==> src/hdl/idl_pkg.sv <==
// shared types, codes and constants of the id list engine
package idl_pkg;

  localparam int DEF_CAPACITY = 256;
  localparam int ID_W = 16;
  localparam int REQ_W = 3;
  localparam int POS_W = 8;
  localparam int RND_W = 32;
  localparam int CNT_OUT_W = 9;
  localparam int ST_W = 2;

  // request codes
  localparam logic [REQ_W-1:0] REQ_APPEND   = 3'd0;
  localparam logic [REQ_W-1:0] REQ_RM_VALUE = 3'd1;
  localparam logic [REQ_W-1:0] REQ_RM_RANGE = 3'd2;
  localparam logic [REQ_W-1:0] REQ_PACK     = 3'd3;
  localparam logic [REQ_W-1:0] REQ_RM_POS   = 3'd4;
  localparam logic [REQ_W-1:0] REQ_RAND     = 3'd5;

  // status codes
  localparam logic [ST_W-1:0] ST_OK     = 2'd0;
  localparam logic [ST_W-1:0] ST_EMPTY  = 2'd1;
  localparam logic [ST_W-1:0] ST_FULL   = 2'd2;
  localparam logic [ST_W-1:0] ST_BADPOS = 2'd3;

  // commands from the controller to the datapath
  typedef struct packed {
    logic latch;
    logic decode;
    logic append;
    logic sweep_init;
    logic sweep;
    logic sweep_end;
    logic mv_rd;
    logic mv_wr;
    logic div_start;
    logic sel_rd;
    logic sel_cap;
    logic emit;
  } cmd_t;

  // status from the datapath to the controller
  typedef struct packed {
    logic [REQ_W-1:0] req;
    logic             err;
    logic             sweep_done;
    logic             div_done;
  } sts_t;

endpackage

==> src/hdl/idl_ctrl.sv <==
// controller state machine: sequences one request through the datapath
module idl_ctrl (
  input  logic          clk,
  input  logic          rst_n,
  input  logic          start,
  input  idl_pkg::sts_t sts,
  output idl_pkg::cmd_t cmd,
  output logic          busy
);

  localparam logic [2:0] S_IDLE    = 3'd0;
  localparam logic [2:0] S_DECODE  = 3'd1;
  localparam logic [2:0] S_SWEEP   = 3'd2;
  localparam logic [2:0] S_MOVE    = 3'd3;
  localparam logic [2:0] S_DIV     = 3'd4;
  localparam logic [2:0] S_SEL_CAP = 3'd5;
  localparam logic [2:0] S_FINISH  = 3'd6;

  logic [2:0] state_r;
  logic [2:0] state_nxt;

  // next state and commands
  always_comb begin
    state_nxt = state_r;
    cmd       = '0;
    case (state_r)
      S_IDLE: begin
        if (start) begin
          cmd.latch = 1'b1;
          state_nxt = S_DECODE;
        end
      end
      S_DECODE: begin
        cmd.decode = 1'b1;
        state_nxt  = S_FINISH;
        if (!sts.err) begin
          case (sts.req)
            idl_pkg::REQ_APPEND: begin
              cmd.append = 1'b1;
            end
            idl_pkg::REQ_RM_VALUE, idl_pkg::REQ_RM_RANGE, idl_pkg::REQ_PACK: begin
              cmd.sweep_init = 1'b1;
              state_nxt      = S_SWEEP;
            end
            idl_pkg::REQ_RM_POS: begin
              cmd.mv_rd = 1'b1;
              state_nxt = S_MOVE;
            end
            idl_pkg::REQ_RAND: begin
              cmd.div_start = 1'b1;
              state_nxt     = S_DIV;
            end
            default: state_nxt = S_FINISH;
          endcase
        end
      end
      S_SWEEP: begin
        cmd.sweep = 1'b1;
        if (sts.sweep_done) begin
          cmd.sweep_end = 1'b1;
          state_nxt     = S_FINISH;
        end
      end
      S_MOVE: begin
        cmd.mv_wr = 1'b1;
        state_nxt = S_FINISH;
      end
      S_DIV: begin
        if (sts.div_done) begin
          cmd.sel_rd = 1'b1;
          state_nxt  = S_SEL_CAP;
        end
      end
      S_SEL_CAP: begin
        cmd.sel_cap = 1'b1;
        state_nxt   = S_FINISH;
      end
      S_FINISH: begin
        cmd.emit  = 1'b1;
        state_nxt = S_IDLE;
      end
      default: state_nxt = S_IDLE;
    endcase
  end

  // state register
  always_ff @(posedge clk) begin
    if (!rst_n) begin
      state_r <= S_IDLE;
    end else begin
      state_r <= state_nxt;
    end
  end

  assign busy = (state_r != S_IDLE);

endmodule

==> config.mk <==
export PLATFORM = sky130hd
export DESIGN_NAME = idl_ctrl
export DESIGN_NICKNAME = d
export VERILOG_FILES = /design/src/hdl/idl_pkg.sv /design/src/hdl/idl_ctrl.sv
export SDC_FILE = /design/constraint.sdc
export NUM_CORES = 1
export LEC_CHECK = 0
export ABC_AREA = 1
export ABC_CLOCK_PERIOD_IN_PS = 2400
export BUFFER_PORTS_ARGS = -buffer_cell sky130_fd_sc_hd__buf_2
export CORE_AREA = 2 2 39 41
export CTS_BUF_LIST = sky130_fd_sc_hd__clkbuf_4 sky130_fd_sc_hd__clkbuf_8 sky130_fd_sc_hd__clkbuf_16
export DETAILED_ROUTE_END_ITERATION = 8
export DIE_AREA = 0 0 41 43
export SKIP_LAST_GASP = 1
export SLEW_MARGIN = 15
export SYNTH_ARGS = -nofsm -noshare
export SYNTH_HDL_FRONTEND = slang
export SYNTH_SLANG_ARGS = --single-unit
==> constraint.sdc <==
create_clock -name clk -period 2.4 [get_ports clk]
set_clock_uncertainty 0.15 [all_clocks]
set_input_delay 0.48 -clock clk [delete_from_list [all_inputs] [get_ports clk]]
set_output_delay 0.48 -clock clk [all_outputs]
set_load 0.005 [all_outputs]
# --- Word level (Yosys, flattened, before mapping) ---
# Index checks and enable logic that the tools add are counted.
# W data, S select, Z words.
classes:
  muxes: 25
  n_eq_ne: 14
  n_reduce_logical: 6
ops:
  columns: ["operator", "n"]
  rows:
  - ["$mux W1", 16]
  - ["$eq A3 B3 Y1 const B", 5]
  - ["$mux W3", 5]
  - ["$pmux W3 S5", 1]
  - ["$eq A3 B2 Y1 const B", 4]
  - ["$pmux W3 S3", 1]
  - ["$eq A3 B1 Y1 const B", 2]
  - ["$logic_not A3 Y1", 2]
  - ["$ne A2 B2 Y1 const B", 3]
  - ["$mux W2", 2]
  - ["$reduce_and A3 Y1", 1]
  - ["$reduce_bool A3 Y1", 1]
  - ["$reduce_or A3 Y1", 1]
  - ["$reduce_or A2 Y1", 1]
word_totals:
  in_bits: 9
  register_bits: 3
  output_inout_bits: 13

# --- Depth between registers and ports, before layout ---
# Gate-level depths: netlist of run 1.
depth:
  word_depth: 5
  mapped_depth: 8
  depth_no_buf: 8

# --- Worst setup path after synthesis of run 1 ---
# OpenSTA, ideal clock, no wires.
synth_timing:
  path_type: "register to output"
  from: "reg state_r[1]"
  to: "out cmd[8] (netlist bit)"
  t_arrival_ns: 0.869
  path_stages_with_launch: 7
  path_slack_ns: 0.901
  path_buffers: 1
  cell_sequence: "dfxtp_1 -> buf_6 -> inv_2 -> nand2_2 -> nor2_4 -> inv_1 -> nor3_1"
synth_rtl:
  columns: ["element", "line_no", "rtl"]
  rows:
  - ["start: declaration", "idl_ctrl.sv:19", "logic [2:0] state_r;"]
  - ["start signal: assignment", "idl_ctrl.sv:91", "state_r <= state_nxt;"]
  - ["end: declaration", "idl_ctrl.sv:7", "output idl_pkg::cmd_t cmd,"]

==> results of run 1 <==
-- cell usage in the layout, fill, tap and decap left out, drive strengths merged --
cell type	Yosys	layout
a21oi	1	1
buf	2	21
clkbuf	0	4
dfxtp	3	3
inv	14	14
nand2	16	16
nand3	2	2
nand4	1	1
nor2	16	16
nor3	4	4
o21ai	3	3
-- cell families after synthesis --
| group | count (synthesis) | synth area share, % |
|---|---|---|
| buf+inv | 16 | 23.2 |
| flops | 3 | 17.6 |
| compound gates | 4 | 5.88 |
| simple gates | 39 | 53.3 |
-- tightest hold or removal path, stage by stage --
cell and delay (ns):
buf_2 0.09, inv_1 0.05, nor2_2 0.08
-- metal layers --
metal | wire length (um) | track usage (%)
met4 | 0 | 8.00
met5 | 0 | 0
met2 | 390 | 14.1
met3 | 60 | 1.57
met1 | 338 | 12.1
-- per-stage QoR --
stage | worst slack, ns | hold WS (ns) | power [mW] | area [um2] | utilization, %
2_1_floorplan | 0.901 | 0.455 | 0.370 | 340 | -
6_report | 0.466 | 0.360 | 0.521 | 469 | 33.9
3_3_place_gp | 0.710 | 0.494 | 0.422 | 439 | 31.7
3_5_place_dp | 0.701 | 0.502 | 0.426 | 439 | 31.7
5_1_grt | 0.299 | 0.357 | 0.587 | 469 | 33.9
4_1_cts | 0.444 | 0.355 | 0.532 | 469 | 33.9
-- synth_stat cells --
cell,number
nand3_1,2
nor2_2,3
nand2_2,4
a21oi_1,1
o21ai_0,3
inv_2,2
nand2_1,12
nand4_1,1
inv_1,12
buf_8,1
nor2_4,1
nor2_1,12
dfxtp_1,3
buf_6,1
nor3_1,4
-- how the worst max path moves through the flow --
stage,slack [ns],endpoint,cells after the start,start
detailed placement,0.70,cmd[8],5,state_r[0]
finish,0.47,cmd[8],5,state_r[0]
CTS,0.44,cmd[8],5,state_r[0]
global placement,0.71,cmd[8],5,sts[5]
floorplan,0.90,cmd[8],6,state_r[1]
global route,0.30,cmd[8],5,state_r[0]
-- where the power goes --
group | internal (mW) | switching [mW]
Clock | 0.0736 | 0.0271
Combinational | 0.124 | 0.162
Sequential | 0.0750 | 0.0587
Total | 0.273 | 0.248
-- final cells by class --
| class | instances | area [um2] |
|---|---|---|
| fill | 163 | 915 |
| timing repair buffer | 21 | 105 |
| sequential | 3 | 60.1 |
| clock buffer | 4 | 30.0 |
| multi-input combinational | 43 | 201 |
| tap | 16 | 20.0 |
| inverter | 14 | 52.6 |
==> results_dict.tcl, run 1 <==
set metrics [dict create \
    synth.top_cell.area_share_pct 17.6 \
    wl_per_cell_um 7.80 \
    dp_cells 97 \
    path_delay_family "flip-flops" \
    insertion_delay_ns 0.23 \
    avgSynthCellArea_um2 5.49 \
    grt_usage_pct 9.82 \
    grt_pass1_wl_mm 1.19 \
    regMostFlops "state_r" \
    cts_hold_buf 0 \
    hold_violations 0 \
    cts_setup_buffers 0 \
    die_h_um 43 \
    ff2ff_setup_slack_ns 1.14 \
    diodes 0 \
    p_per_area_nw_per_um2 1110 \
    peakVddDrop_mv 0.275 \
    start_kind "flop" \
    cpMaxStageDelayCell "dfxtp_1" \
    syn-num-nets 71 \
    tritoncts "yes" \
    first_pass_iters 4 \
    min_period_over_period_pct 80.6 \
    largest_register_ffs 3 \
    drive_above_1_share_pct 41.2 \
    dieArea_um2 1760 \
    drt-initial-drc-count 7 \
    fmax_mhz 517 \
    worstMarginPinSlew_ns 0.331 \
    yosys-top-cells-area "dfxtp_1, inv_1, nand2_1" \
    cts_buffers 3 \
    port-buffer-count 21 \
    antenna_found_initial 0 \
    synth_cell_types 15 \
    root_buffer "clkbuf_4" \
    hold_class "input pin to flop" \
    synth-seq-area-share_pct 17.6 \
    vias 412 \
    die_w_um 41 \
    fin_cells 101 \
    netlist_area_um2 340 \
    whs_endpoint "state_r[0]" \
    finalWeightedCongestion 0.618 \
    grt_pass1_vias 330 \
    ios 22 \
    cp_max_fo 8 \
    reg.largest.list "state_r: 3 flops" \
    htreeDepth 1 \
    grt_max_degree 9 \
    rr_endpoint "state_r[0]" \
    slew_viol_final 0 \
    synth_seq_cells 3 \
    finalSetupTns_ns 0 \
    netlist_instances 62 \
    num_rows 14 \
    end_kind "output pin" \
    holdPathStages 3 \
    worstHoldStart "rst_n" \
    finalSetupViolCount 0 \
    syn2layout_area_growth_pct 37.9 \
    clkSinkCount 3 \
    reg2reg_depth 6 \
    path_clk_slew_ns 0.04 \
    hpwl_um 637 \
    synth_warnings 0 \
    path_cells "nand2_2, nor2_4, inv_1, nor3_1, buf_2" \
    grt-ovfl-total 0 \
    post_cts_resize_count 0 \
    start_util_pct 24.6 \
    cp_slowest_stage_delay_ns 0.48 \
    wirelength_um 788 \
    drc 0 \
    finalNetCount 95 \
    required_ns 1.77 \
    status "finished, final reports clean" \
    period_needed_ns 1.93 \
    maxCapViolations 0 \
    slew_headroom_pct 77.9 \
    antenna_left 0 \
    core_area_um2 1380 \
    critPathBufInv 2 \
    critPathArrivalTime_ns 1.30 \
    cts_buffer_depth 2 \
    crit_type "flop to output pin" \
    leakage_nw 0.294 \
    reg2reg_from "state_r[0]" \
    rsz0062_at_grt "false" \
    yosysTopAreaCell "dfxtp_1" \
    via_per_inst 4.08 \
]
(Power assumes the default switching activity.)
==> run 2, diff against run 1 <==
Settings changed: ABC_CLOCK_PERIOD_IN_PS 2400 to 1600.
Clock period 2.4 ns to 1.6 ns, I/O delays scaled along.
==> results_dict.tcl, run 2 (same netlist as run 1, synthesis figures left out) <==
set metrics [dict create \
    status "finished, final reports clean" \
    worstHoldStart "rst_n" \
    grt_max_degree 8 \
    first_pass_iters 4 \
    critPathArrivalTime_ns 1.11 \
    wl_per_cell_um 7.78 \
    die_h_um 43 \
    drt-initial-drc-count 6 \
    fin_util_pct 39.4 \
    cts_hold_buf 0 \
    holdPathStages 3 \
    worstMarginPinSlew_ns 0.296 \
    rr_endpoint "state_r[0]" \
    timing.hold.ws_ns 0.177 \
    antenna_found_initial 0 \
    slew_viol_final 0 \
    core_area_um2 1380 \
    post_dp_cell_area_um2 447 \
    die_w_um 41 \
    ff2ff_setup_slack_ns 0.32 \
    min_period_over_period_pct 98.9 \
    rsz0062_at_grt "true" \
    peakVddDrop_mv 0.468 \
    maxCapViolations 0 \
    grt_usage_pct 10.1 \
    grtUsageMet1_pct 11.3 \
    met2_usage_pct 16.9 \
    p_per_area_nw_per_um2 1740 \
    grt_pass1_wl_mm 1.27 \
    drive_above_1_share_pct 53.8 \
    finalSetupTns_ns 0 \
    tritoncts "yes" \
    cts_buffers 3 \
    vias 433 \
    layout_commonest_cell "buf_2" \
    grt_pass1_vias 369 \
    start_util_pct 24.6 \
    diodes 0 \
    leakage_nw 0.330 \
    path_clk_slew_ns 0.04 \
    cts_buffer_depth 2 \
    grt-ovfl-total 0 \
    port-buffer-count 21 \
    slew_headroom_pct 80.0 \
    syn2layout_area_growth_pct 60.3 \
    reg.largest.list "state_r: 3 flops" \
    largest_register_ffs 3 \
    clkSinkCount 3 \
    num_rows 14 \
    antenna_left 0 \
    finalSetupViolCount 0 \
    start_kind "flop" \
    cp_max_fo 4 \
    via_per_inst 4.05 \
    hold_violations 0 \
    mostFrequentLayoutCells "buf_2, nand2_1, inv_1, nor2_1, buf_4" \
    gr-usage-met3_pct 1.57 \
    finalWeightedCongestion 0.751 \
    reg2reg_from "state_r[1]" \
    drc 0 \
    busiest_layer "met2" \
    fmax_mhz 632 \
    regMostFlops "state_r" \
    finalNetCount 101 \
    p_total_uw 949 \
    hold_class "input pin to flop" \
    end_kind "output pin" \
    required_ns 1.13 \
    hpwl_um 649 \
    htreeDepth 1 \
    whs_endpoint "state_r[2]" \
    wirelength_um 832 \
    root_buffer "clkbuf_4" \
    fin_area_um2 546 \
    insertion_delay_ns 0.23 \
    period_needed_ns 1.58 \
    n_fill_cell 172 \
    ios 22 \
    dieArea_um2 1760 \
    reg2reg_depth 8 \
    crit_type "flop to output pin" \
]
-- run 2: worst max-delay path, stage by stage (launching register included) --
cell,delay (ns)
dfxtp_4,0.35
inv_2,0.06
nand2_4,0.05
nor2_4,0.11
inv_2,0.06
nor3_2,0.11
buf_2,0.14
-- run 2: per-layer routing --
| layer | wire (um) | vias up | part of all wire, % |
|---|---|---|---|
| met2 | 433 | 15 | 52 |
| met1 | 328 | 177 | 39 |
| li1 | - | 241 | - |
| met5 | 0 | - | 0 |
| met4 | 0 | 0 | 0 |
| met3 | 70 | 0 | 8.4 |
-- run 2: final cells by class --
class | count | area, um2 | area share, %
repair buffers | 27 | 150 | 27.5
well taps | 16 | 20.0 | 3.67
clock buffers | 4 | 30.0 | 5.50
multi-input cells | 43 | 224 | 41.1
flip-flops and latches | 3 | 68.8 | 12.6
inverters | 14 | 52.6 | 9.63
-- run 2: power by group --
group | internal [mW] | switching [mW] | total (mW) | leakage, nW
Combinational | 0.290 | 0.309 | 0.599 | 0.286
Sequential | 0.131 | 0.0739 | 0.205 | 0.0264
Clock | 0.110 | 0.0346 | 0.145 | 0.0184
-- run 2: timing repair --
item | 4_1_cts | 5_1_grt
endpoints found under the setup margin | 5 | 9
pin swaps | 1 | 3
gates resized for setup | 6 | 5
setup buffers | 4 | 1
-- run 2: per-stage QoR --
stage | setup WS (ns) | std cells
finish | 0.0168 | 107
global route | -0.0219 | 107
CTS | -0.00741 | 106
detailed placement | 0.131 | 98
global placement | 0.173 | 98
floorplan | 0.261 | 62
-- run 2: worst max path at each step --
| stage | slack, ns | endpoint | startpoint | cells after the start |
|---|---|---|---|---|
| 6_report | 0.02 | cmd[8] | state_r[1] | 6 |
| 5_1_grt | -0.02 | cmd[2] | state_r[0] | 5 |
| 4_1_cts | -0.007 | cmd[9] | state_r[1] | 6 |
| 3_5_place_dp | 0.13 | cmd[8] | state_r[1] | 6 |
| 3_3_place_gp | 0.17 | cmd[8] | state_r[1] | 6 |
| 2_1_floorplan | 0.26 | cmd[8] | state_r[1] | 6 |
