`src/hdl/idl_pkg.sv`:
```
// shared types, codes and constants of the id list engine
package idl_pkg;

  localparam int DEF_CAPACITY = 256;
  localparam int ID_W = 16;
  localparam int REQ_W = 3;
  localparam int POS_W = 8;
  localparam int RND_W = 32;
  localparam int CNT_OUT_W = 9;
  localparam int ST_W = 2;

  // request codes
  localparam logic [REQ_W-1:0] REQ_APPEND   = 3'd0;
  localparam logic [REQ_W-1:0] REQ_RM_VALUE = 3'd1;
  localparam logic [REQ_W-1:0] REQ_RM_RANGE = 3'd2;
  localparam logic [REQ_W-1:0] REQ_PACK     = 3'd3;
  localparam logic [REQ_W-1:0] REQ_RM_POS   = 3'd4;
  localparam logic [REQ_W-1:0] REQ_RAND     = 3'd5;

  // status codes
  localparam logic [ST_W-1:0] ST_OK     = 2'd0;
  localparam logic [ST_W-1:0] ST_EMPTY  = 2'd1;
  localparam logic [ST_W-1:0] ST_FULL   = 2'd2;
  localparam logic [ST_W-1:0] ST_BADPOS = 2'd3;

  // commands from the controller to the datapath
  typedef struct packed {
    logic latch;
    logic decode;
    logic append;
    logic sweep_init;
    logic sweep;
    logic sweep_end;
    logic mv_rd;
    logic mv_wr;
    logic div_start;
    logic sel_rd;
    logic sel_cap;
    logic emit;
  } cmd_t;

  // status from the datapath to the controller
  typedef struct packed {
    logic [REQ_W-1:0] req;
    logic             err;
    logic             sweep_done;
    logic             div_done;
  } sts_t;

endpackage

```
`src/hdl/idl_ram.sv`:
```
// generic single write, single read ram with registered read data
module idl_ram #(
  parameter int WIDTH = 16,
  parameter int DEPTH = 256
) (
  input  logic                     clk,
  input  logic                     wr_en,
  input  logic [$clog2(DEPTH)-1:0] wr_addr,
  input  logic [WIDTH-1:0]         wr_data,
  input  logic                     rd_en,
  input  logic [$clog2(DEPTH)-1:0] rd_addr,
  output logic [WIDTH-1:0]         rd_data
);

  logic [WIDTH-1:0] mem_r [DEPTH];
  logic [WIDTH-1:0] rd_data_r;

  // write port
  always_ff @(posedge clk) begin
    if (wr_en) begin
      mem_r[wr_addr] <= wr_data;
    end
  end

  // registered read port
  always_ff @(posedge clk) begin
    if (rd_en) begin
      rd_data_r <= mem_r[rd_addr];
    end
  end

  assign rd_data = rd_data_r;

endmodule

```
`src/hdl/idl_mod.sv`:
```
// iterative remainder unit, one dividend bit per cycle
module idl_mod #(
  parameter int DW = 32,
  parameter int VW = 9
) (
  input  logic          clk,
  input  logic          rst_n,
  input  logic          start,
  input  logic [DW-1:0] dividend,
  input  logic [VW-1:0] divisor,
  output logic          done,
  output logic [VW-1:0] rem
);

  localparam int SW = $clog2(DW + 1);

  logic          busy_r;
  logic          done_r;
  logic [SW-1:0] step_r;
  logic [DW-1:0] dvd_r;
  logic [VW-1:0] dvs_r;
  logic [VW-1:0] rem_r;
  logic [VW:0]   trial;
  logic [VW:0]   diff;
  logic          take;

  // shift in the next dividend bit and try a subtract
  assign trial = {rem_r, dvd_r[DW-1]};
  assign diff  = trial - {1'b0, dvs_r};
  assign take  = trial >= {1'b0, dvs_r};

  // control
  always_ff @(posedge clk) begin
    if (!rst_n) begin
      busy_r <= 1'b0;
      done_r <= 1'b0;
      step_r <= '0;
    end else begin
      done_r <= 1'b0;
      if (start) begin
        busy_r <= 1'b1;
        step_r <= SW'(DW);
      end else if (busy_r) begin
        step_r <= step_r - 1'b1;
        if (step_r == SW'(1)) begin
          busy_r <= 1'b0;
          done_r <= 1'b1;
        end
      end
    end
  end

  // operands and partial remainder
  always_ff @(posedge clk) begin
    if (start) begin
      dvd_r <= dividend;
      dvs_r <= divisor;
      rem_r <= '0;
    end else if (busy_r) begin
      dvd_r <= {dvd_r[DW-2:0], 1'b0};
      rem_r <= take ? diff[VW-1:0] : trial[VW-1:0];
    end
  end

  assign done = done_r;
  assign rem  = rem_r;

endmodule

```
`src/hdl/idl_dp.sv`:
```
// datapath: request latch, list store, count, scan pointers, result registers
module idl_dp #(
  parameter int CAPACITY = idl_pkg::DEF_CAPACITY
) (
  input  logic                          clk,
  input  logic                          rst_n,
  input  idl_pkg::cmd_t                 cmd,
  input  logic [idl_pkg::REQ_W-1:0]     in_req_type,
  input  logic [idl_pkg::ID_W-1:0]      in_id_value,
  input  logic [idl_pkg::ID_W-1:0]      in_range_high,
  input  logic [idl_pkg::POS_W-1:0]     in_position,
  input  logic [idl_pkg::RND_W-1:0]     in_random_word,
  output idl_pkg::sts_t                 sts,
  output logic                          out_strobe,
  output logic [idl_pkg::ID_W-1:0]      out_id_out,
  output logic [idl_pkg::CNT_OUT_W-1:0] out_entry_count,
  output logic [idl_pkg::ST_W-1:0]      out_status
);

  localparam int AW = $clog2(CAPACITY);
  localparam int CW = $clog2(CAPACITY + 1);
  localparam int PW = CW + idl_pkg::POS_W;

  // latched request
  logic [idl_pkg::REQ_W-1:0] req_r;
  logic [idl_pkg::ID_W-1:0]  idv_r;
  logic [idl_pkg::ID_W-1:0]  hi_r;
  logic [idl_pkg::POS_W-1:0] pos_r;
  logic [idl_pkg::RND_W-1:0] rnd_r;

  // list state and scan pointers
  logic [CW-1:0] count_r;
  logic [CW-1:0] count_nxt;
  logic [CW-1:0] idx_r;
  logic [CW-1:0] wr_r;
  logic          rd_vld_r;
  logic [AW-1:0] rd_addr_r;

  // result
  logic [idl_pkg::ST_W-1:0]      status_r;
  logic [idl_pkg::ID_W-1:0]      id_r;
  logic                          out_strobe_r;
  logic [idl_pkg::ID_W-1:0]      out_id_r;
  logic [idl_pkg::CNT_OUT_W-1:0] out_cnt_r;
  logic [idl_pkg::ST_W-1:0]      out_status_r;

  // ram ports
  logic                     ram_wr_en;
  logic [AW-1:0]            ram_wr_addr;
  logic [idl_pkg::ID_W-1:0] ram_wr_data;
  logic                     ram_rd_en;
  logic [AW-1:0]            ram_rd_addr;
  logic [idl_pkg::ID_W-1:0] ram_rd_data;

  // misc
  logic [PW-1:0]               pos_w;
  logic [PW-1:0]               cnt_w;
  logic [AW+idl_pkg::POS_W-1:0] pos_a;
  logic [CW+idl_pkg::CNT_OUT_W-1:0] cnt_o;
  logic [CW-1:0]               cnt_m1;
  logic [CW-1:0]               rem;
  logic                        div_done;
  logic                        cnt_zero;
  logic                        bad_pos;
  logic                        scan_more;
  logic                        is_pack;
  logic                        hit;
  logic                        nonzero;
  logic [idl_pkg::ID_W-1:0]    hi_bound;
  logic [idl_pkg::ST_W-1:0]    err_code;

  assign pos_w    = PW'(pos_r);
  assign cnt_w    = PW'(count_r);
  assign pos_a    = (AW + idl_pkg::POS_W)'(pos_r);
  assign cnt_o    = (CW + idl_pkg::CNT_OUT_W)'(count_r);
  assign cnt_m1   = count_r - 1'b1;
  assign cnt_zero = (count_r == '0);
  assign bad_pos  = (pos_w >= cnt_w) || (pos_w >= PW'(CAPACITY));
  assign scan_more = (idx_r < count_r);
  assign is_pack  = (req_r == idl_pkg::REQ_PACK);

  // range compare on the returned entry
  assign hi_bound = (req_r == idl_pkg::REQ_RM_VALUE) ? idv_r : hi_r;
  assign hit      = (ram_rd_data >= idv_r) && (ram_rd_data <= hi_bound);
  assign nonzero  = (ram_rd_data != '0);

  // error check on the latched request
  always_comb begin
    err_code = idl_pkg::ST_OK;
    case (req_r)
      idl_pkg::REQ_APPEND: begin
        if (count_r >= CW'(CAPACITY)) err_code = idl_pkg::ST_FULL;
      end
      idl_pkg::REQ_RM_POS: begin
        if (cnt_zero)     err_code = idl_pkg::ST_EMPTY;
        else if (bad_pos) err_code = idl_pkg::ST_BADPOS;
      end
      idl_pkg::REQ_RAND: begin
        if (cnt_zero) err_code = idl_pkg::ST_EMPTY;
      end
      default: err_code = idl_pkg::ST_OK;
    endcase
  end

  assign sts.req        = req_r;
  assign sts.err        = (err_code != idl_pkg::ST_OK);
  assign sts.sweep_done = !scan_more && !rd_vld_r;
  assign sts.div_done   = div_done;

  // ram port steering
  always_comb begin
    ram_wr_en   = 1'b0;
    ram_wr_addr = count_r[AW-1:0];
    ram_wr_data = idv_r;
    ram_rd_en   = 1'b0;
    ram_rd_addr = idx_r[AW-1:0];
    if (cmd.append) begin
      ram_wr_en = 1'b1;
    end
    if (cmd.sweep && rd_vld_r) begin
      if (is_pack) begin
        ram_wr_en   = nonzero;
        ram_wr_addr = wr_r[AW-1:0];
        ram_wr_data = ram_rd_data;
      end else begin
        ram_wr_en   = hit;
        ram_wr_addr = rd_addr_r;
        ram_wr_data = '0;
      end
    end
    if (cmd.mv_wr) begin
      ram_wr_en   = 1'b1;
      ram_wr_addr = pos_a[AW-1:0];
      ram_wr_data = ram_rd_data;
    end
    if (cmd.sweep && scan_more) begin
      ram_rd_en = 1'b1;
    end
    if (cmd.mv_rd) begin
      ram_rd_en   = 1'b1;
      ram_rd_addr = cnt_m1[AW-1:0];
    end
    if (cmd.sel_rd) begin
      ram_rd_en   = 1'b1;
      ram_rd_addr = rem[AW-1:0];
    end
  end

  idl_ram #(
    .WIDTH (idl_pkg::ID_W),
    .DEPTH (CAPACITY)
  ) u_store (
    .clk     (clk),
    .wr_en   (ram_wr_en),
    .wr_addr (ram_wr_addr),
    .wr_data (ram_wr_data),
    .rd_en   (ram_rd_en),
    .rd_addr (ram_rd_addr),
    .rd_data (ram_rd_data)
  );

  idl_mod #(
    .DW (idl_pkg::RND_W),
    .VW (CW)
  ) u_mod (
    .clk      (clk),
    .rst_n    (rst_n),
    .start    (cmd.div_start),
    .dividend (rnd_r),
    .divisor  (count_r),
    .done     (div_done),
    .rem      (rem)
  );

  // request latch
  always_ff @(posedge clk) begin
    if (cmd.latch) begin
      req_r <= in_req_type;
      idv_r <= in_id_value;
      hi_r  <= in_range_high;
      pos_r <= in_position;
      rnd_r <= in_random_word;
    end
  end

  // entry count
  always_comb begin
    count_nxt = count_r;
    if (cmd.append)                count_nxt = count_r + 1'b1;
    if (cmd.sweep_end && is_pack)  count_nxt = wr_r;
    if (cmd.mv_wr)                 count_nxt = cnt_m1;
  end

  // control registers: count, scan pipeline, result strobe
  always_ff @(posedge clk) begin
    if (!rst_n) begin
      count_r      <= '0;
      rd_vld_r     <= 1'b0;
      out_strobe_r <= 1'b0;
    end else begin
      count_r      <= count_nxt;
      out_strobe_r <= cmd.emit;
      if (cmd.sweep_init) begin
        rd_vld_r <= 1'b0;
      end else if (cmd.sweep) begin
        rd_vld_r <= scan_more;
      end
    end
  end

  // scan pointers
  always_ff @(posedge clk) begin
    if (cmd.sweep_init) begin
      idx_r <= '0;
      wr_r  <= '0;
    end else if (cmd.sweep) begin
      rd_addr_r <= idx_r[AW-1:0];
      if (scan_more) idx_r <= idx_r + 1'b1;
      if (rd_vld_r && is_pack && nonzero) wr_r <= wr_r + 1'b1;
    end
  end

  // status and selected id
  always_ff @(posedge clk) begin
    if (cmd.latch)   id_r <= '0;
    if (cmd.sel_cap) id_r <= ram_rd_data;
    if (cmd.decode)  status_r <= err_code;
  end

  // result beat registers
  always_ff @(posedge clk) begin
    if (cmd.emit) begin
      out_id_r     <= id_r;
      out_cnt_r    <= cnt_o[idl_pkg::CNT_OUT_W-1:0];
      out_status_r <= status_r;
    end
  end

  assign out_strobe      = out_strobe_r;
  assign out_id_out      = out_id_r;
  assign out_entry_count = out_cnt_r;
  assign out_status      = out_status_r;

endmodule

```
`config.mk`:
```
export PLATFORM = sky130hd
export DESIGN_NAME = idl_dp
export DESIGN_NICKNAME = d
export VERILOG_FILES = /design/src/hdl/idl_pkg.sv /design/src/hdl/idl_ram.sv /design/src/hdl/idl_mod.sv /design/src/hdl/idl_dp.sv
export SDC_FILE = /design/constraint.sdc
export NUM_CORES = 2
export LEC_CHECK = 0
export BUFFER_PORTS_ARGS = -buffer_cell sky130_fd_sc_hd__buf_2
export CORE_MARGIN = 2
export CORE_UTILIZATION = 32
export CTS_CLUSTER_SIZE = 25
export DETAILED_ROUTE_END_ITERATION = 6
export GPL_ROUTABILITY_DRIVEN = 0
export PLACE_DENSITY = 0.52
export SYNTH_ARGS = -nofsm -noshare
export SYNTH_HDL_FRONTEND = slang
export SYNTH_SLANG_ARGS = --single-unit
export TNS_END_PERCENT = 30
```
`constraint.sdc`:
```
create_clock -name clk -period 7.57 [get_ports clk]
set_input_delay 1.514 -clock clk [delete_from_list [all_inputs] [get_ports clk]]
set_output_delay 1.514 -clock clk [all_outputs]
set_load 0.02 [all_outputs]
```
# [Word-level counts from Yosys, hierarchy flattened]
# Memory sizes are Yosys's and may differ from the RTL's. A register that Yosys moved wholly into a read port is not among the register bits.
# Index checks and enable logic that the tools add are counted.
[word_totals] output_inout_bits=34 ram_bits=4096 reg_bits=215 memories=1 word_cells=105 input_bits=89
[mem_list] memory="u_store.mem_r" depth=256 width=16 read_ports=1 rd_clocked_by_memory_dff=1 write_ports=1 line="idl_ram.sv:15" source="logic [WIDTH-1:0] mem_r [DEPTH];"
[op_classes] n_bitwise=3 n_addsub=6 mux=37 eq_ne=5 order_cmp=7 reduce_logical=23
[ops] op="16-bit 2-to-1 mux" n=6
[ops] op="32-bit 2-to-1 mux" n=2
[ops] op="8-bit 2-to-1 mux" n=5
[ops] op="9-bit 2-to-1 mux" n=4
[ops] op="9-bit by 1-bit adder with 9-bit output (second input constant)" n=3
[ops] op="16-bit greater-or-equal comparator" n=1
[ops] op="16-bit less-or-equal comparator" n=1
[ops] op="16-bit nonzero test" n=1
[ops] op="1-bit 2-to-1 mux" n=14
[ops] op="6-bit 2-to-1 mux" n=2
[ops] op="10-bit by 9-bit greater-or-equal comparator with 1-bit output" n=1
[ops] op="8-bit by 9-bit greater-or-equal comparator with 1-bit output" n=1
[ops] op="8-bit by 9-bit greater-or-equal comparator with 1-bit output (second input constant)" n=1
[ops] op="9-bit greater-or-equal comparator (second input constant)" n=1
[ops] op="9-bit logical NOT" n=1
[ops] op="9-bit less-than comparator" n=1
[ops] op="9-bit by 1-bit subtractor with 9-bit output (second input constant)" n=1
[ops] op="9-bit subtractor" n=1
[ops] op="1-bit logical AND" n=7
[ops] op="3-bit == test (second input constant)" n=2
[ops] op="6-bit by 1-bit == test with 1-bit output (second input constant)" n=1
[ops] op="2-bit 2-to-1 mux" n=3
[ops] op="2-bit case mux with 3 select lines" n=1
[ops] op="2-bit AND reduction" n=3
[ops] op="11 further kinds" n=17

# [Longest topological paths before layout]
[depth] depth_word=9 depth_mapped=17

# [Hierarchy]
# A second synthesis with hierarchy kept.
[hier_totals] cells_unflattened=8224 area_unflattened_um2=169298.6
[modules_own_cells] mod="idl_ram" cells_per_inst=7360 area_each_um2=158874.9 instances=1
[modules_own_cells] mod="idl_dp" cells_per_inst=642 area_each_um2=7616.1 instances=1
[modules_own_cells] mod="idl_mod" cells_per_inst=222 area_each_um2=2807.7 instances=1

# [Worst setup path after synthesis]
# OpenSTA, ideal clock, no wires.
[synth_path] path_type="input -> register" from="input cmd[7] (netlist name)" to="memory u_store.mem_r[0][10] (data pin)" stages=6 setup_time_ns=0.864 arrival_time_ns=5.934 setup_slack_ns=0.772 path_cell_list="nand2_1 clkbuf_1 clkbuf_1 o21ai_1 clkbuf_1 a22o_1"
[synth_between] elab_chain_cells=3
[synth_rtl] element="from (decl)" line="idl_dp.sv:7" source="input idl_pkg::cmd_t cmd,"
[synth_rtl] element="1-bit logical AND" line="idl_dp.sv:120" source="if (cmd.sweep && rd_vld_r) begin"
[synth_rtl] element="16-bit 2-to-1 mux" line="idl_dp.sv:120"
[synth_rtl] element="16-bit 2-to-1 mux" line="idl_dp.sv:131" source="if (cmd.mv_wr) begin"
[synth_rtl] element="via ram_wr_data, one bit" line="idl_dp.sv:50" source="logic [idl_pkg::ID_W-1:0] ram_wr_data;"
[synth_rtl] element="to (decl)" line="idl_ram.sv:15"
# The timed path passes the listed nets, and every way through them passes these cells.

==> impl_metrics.env <==
export IMPL_clkLatencyLatePin_ns=1.01
export IMPL_power_sequential_fraction_pct=48.9
export IMPL_cts_hold_fix_buffers=0
export IMPL_post_detailed_route_via_to_cell_ratio=5.300
export IMPL_reg2reg_slack_ns=1.97
export IMPL_switchingPower_mw=15.70
export IMPL_report_final_setup_viol=0
export IMPL_cts_repair_resize_count=0
export IMPL_synth_yosys_seq_area_share_pct=76.99
export IMPL_totalWireLength_um=486000
export IMPL_power_leakage_nw=62.14
export IMPL_setup_worst_path_start_class="flip-flop"
export IMPL_p_int_mw=42.75
export IMPL_floorplan_initialDensity_pct=32.08
export IMPL_switching_share_pct=26.87
export IMPL_synth_edf_count=4281
export IMPL_place_inst=16785
export IMPL_gr_total_overflow=0
export IMPL_n_fill_cell=48052
export IMPL_timing_critical_path_arrival_ns=4.32
export IMPL_fin_cells=17610
export IMPL_synthArstFlopShare_pct=0
export IMPL_critical_path_required_ns=6.06
export IMPL_core_um2=524200
export IMPL_tritoncts_num_buffers=442
export IMPL_drtAntennaViolNets=0
export IMPL_total_number_of_nets_in_the_final_design=10414
export IMPL_post_synth_top_area_fraction_pct=76.45
export IMPL_synth_cells=9822
export IMPL_core_rowCount=266
export IMPL_synth_area_top_cells="sky130_fd_sc_hd__edfxtp_1, sky130_fd_sc_hd__mux4_2, sky130_fd_sc_hd__nand2_1"
export IMPL_route_detailed_drc=0
export IMPL_cell_accounting_for_the_most_synthesized_area="sky130_fd_sc_hd__edfxtp_1"
export IMPL_synth_cell_type_count=80
export IMPL_detail_route_wl_per_cell_um=27.60
export IMPL_h_tree_depth=5
export IMPL_critical_path_peak_fanout=11
export IMPL_number_of_warnings_issued_by_yosys=0
export IMPL_synth_main_ff_cell="sky130_fd_sc_hd__edfxtp_1"
export IMPL_p_per_area_nw_per_um2=299.5
export IMPL_period_share_pct=77.07
export IMPL_die_height_um=728.9
export IMPL_failed_checks="slew limit"
export IMPL_max_slew_margin_pct=-1.816
export IMPL_timing_setup_critical_path_class="reg2out"
export IMPL_grt_antenna_before_repair=26
export IMPL_peakVddDrop_mv=0.2880
export IMPL_placement_cell_area_um2=180900
export IMPL_worstHoldPathType="reg2reg"
export IMPL_port_buffer_count=122
export IMPL_tightestPinTransition_ns=1.527
export IMPL_stdcell_area_um2=195100
export IMPL_first_pass_grt_wire_length_um=686300
export IMPL_via_count=93338
export IMPL_p_total_mw=58.45
export IMPL_drt_first_pass_iters=6
export IMPL_die_area_um2=531300
export IMPL_timing_hold_violations_final=0
export IMPL_synth_ff_latch_count=4327
export IMPL_grt_start_max_net_pins=185
export IMPL_min_delay_start="id_r[11]"
export IMPL_whs_endpoint="out_id_out[11]"
export IMPL_synthToLayoutAreaGrowth_pct=16.04
export IMPL_synth_cell_count_leaders="sky130_fd_sc_hd__edfxtp_1, sky130_fd_sc_hd__nand2_1, sky130_fd_sc_hd__nand3_1, sky130_fd_sc_hd__mux4_2, sky130_fd_sc_hd__mux2i_1"
export IMPL_setup_total_negative_slack_ns=0
export IMPL_syn_mean_instance_area_um2=17.12
export IMPL_io_pins=123
export IMPL_mappedNetlistArea_um2=168200
export IMPL_worst_r2r_path_depth=12
export IMPL_maximum_clock_path_buffer_count=4
export IMPL_clock_fmax_mhz=171.4
export IMPL_whs_path_depth=0
export IMPL_cts_tree="built"
export IMPL_globalRouteTotalUtil_pct=17.70
export IMPL_first_iter_violations=11122
export IMPL_clk_pin_slew_worst_paths_ns=0.06
export IMPL_skew_ns=0.06975
export IMPL_max_cap_viol_count=0
export IMPL_number_of_global_route_vias_before_repair=92010
export IMPL_finalWorstPathRequiredPeriod_ns=5.834
export IMPL_final_layout_size_suffix_gt1_share_pct=19.45
export IMPL_grt_setup_unrepaired="no"
export IMPL_chipWidth_um=728.9
export IMPL_final_max_slew_violation_count=35
export IMPL_syn_nets=9975
export IMPL_run_status="finished with violations"
export IMPL_share_clk_of_total_power_pct=36.9
export IMPL_power_share_combinational_pct=14.2
export IMPL_tritoncts_sink_count=4327
export IMPL_dp_final_hpwl_um=285300
export IMPL_cts_post_setup_buffers_inserted=0
export IMPL_worst_r2r_startpoint="count_r[1]"
export IMPL_r2r_end="u_store.rd_data[11]"
export IMPL_synthMostInstantiatedCell="sky130_fd_sc_hd__edfxtp_1"
export IMPL_crit_path_capture_type="output port"
export IMPL_cts_root_buffer="sky130_fd_sc_hd__clkbuf_16"
## power by group through the flow
stage	Sequential, mW	Clock (mW)	Combinational (mW)
after detailed placement	29.1	0	8.34
after CTS	28.6	22.0	8.36
final	28.6	21.6	8.28
after floorplan	29.3	0	4.41
after global routing	28.6	22.9	8.78
after global placement	29.1	0	8.17
## sequential cells by signal, summed over array words and instances (netlist names), 16 cells and up
| register | cells |
|---|---|
| hi_r | 16 |
| out_id_out | 16 |
| u_store.rd_data | 16 |
| idv_r | 16 |
| u_mod.dvd_r | 32 |
| u_store.mem_r | 4096 |
| id_r | 16 |
| rnd_r | 32 |
## cells by family after synthesis
| kind of cell | count (synthesis) | synth area share, % |
|---|---|---|
| flops | 4327 | 76.99 |
| mux | 876 | 8.571 |
| fa+ha+maj | 64 | 0.4807 |
| xor+xnor | 24 | 0.1250 |
| simple gates | 2908 | 7.623 |
| buf+inv | 657 | 1.787 |
| compound gates | 966 | 4.420 |
## cell usage in the layout, fill, tap and decap left out, drive strengths merged, types with 97 or more instances in the layout
cell type,Yosys,routed
nand4,138,138
nand2,1708,1708
a31oi,131,131
edfxtp,4281,4281
clkbuf,295,521
nor3,275,275
o21ai,97,97
nor2,108,108
mux2i,396,396
mux4,448,448
a32oi,213,213
buf,312,602
clkinv,0,229
nand3,533,533
## per-layer routing
layer,up-vias,share of wire [%],global-route usage [%]
met2,3878,46,27.65
li1,39852,-,-
met3,728,8.0,3.377
met1,48874,43,24.93
met5,-,0.0095,0
met4,6,3.5,5.757
## critical path, stage by stage, from the launching register on
cell and delay (ns):
sky130_fd_sc_hd__dfxtp_1 0.69, sky130_fd_sc_hd__inv_1 0.17, sky130_fd_sc_hd__ha_1 0.31, sky130_fd_sc_hd__a21o_1 0.17, sky130_fd_sc_hd__a21o_1 0.18, sky130_fd_sc_hd__a21o_1 0.18, sky130_fd_sc_hd__a21o_1 0.20, sky130_fd_sc_hd__a2111oi_0 0.62
sky130_fd_sc_hd__nor3_1 0.11, sky130_fd_sc_hd__o211a_1 0.24, sky130_fd_sc_hd__or2_2 0.29, sky130_fd_sc_hd__buf_2 0.16
## metrics by stage
step                hold WS (ns)  utilization (%)  setup slack (ns)
floorplan                 0.4003                -            0.7719
global placement          0.4063            34.50             1.073
detailed placement        0.4045            34.50             1.074
CTS                       0.4149            37.22             1.754
global route              0.4287            37.22             1.583
finish                    0.4121            37.23             1.736
## how the worst max path moves through the flow
stage                     from                   end  slack, ns  cells past startpoint
CTS                 count_r[1]                sts[2]       1.75                     11
global route        count_r[1]                sts[2]       1.58                     11
detailed placement      cmd[5]   u_store.rd_data[12]       1.07                     11
finish              count_r[1]                sts[2]       1.74                     11
global placement        cmd[5]   u_store.rd_data[12]       1.07                     11
floorplan               cmd[7]  u_store.mem_r[0][10]       0.77                      6
## cell type report
class	count	area, um^2	area share [%]
clock buffer	521	11480	5.885
tap	6968	8718	4.468
antenna	7	17.52	0.008977
clock inverter	297	2771	1.420
sequential	4327	129500	66.35
inverter	50	187.7	0.09618
multi-input combinational	4838	37420	19.17
timing repair buffer	602	5067	2.597
No activity file was read; power rests on OpenSTA's default activity.
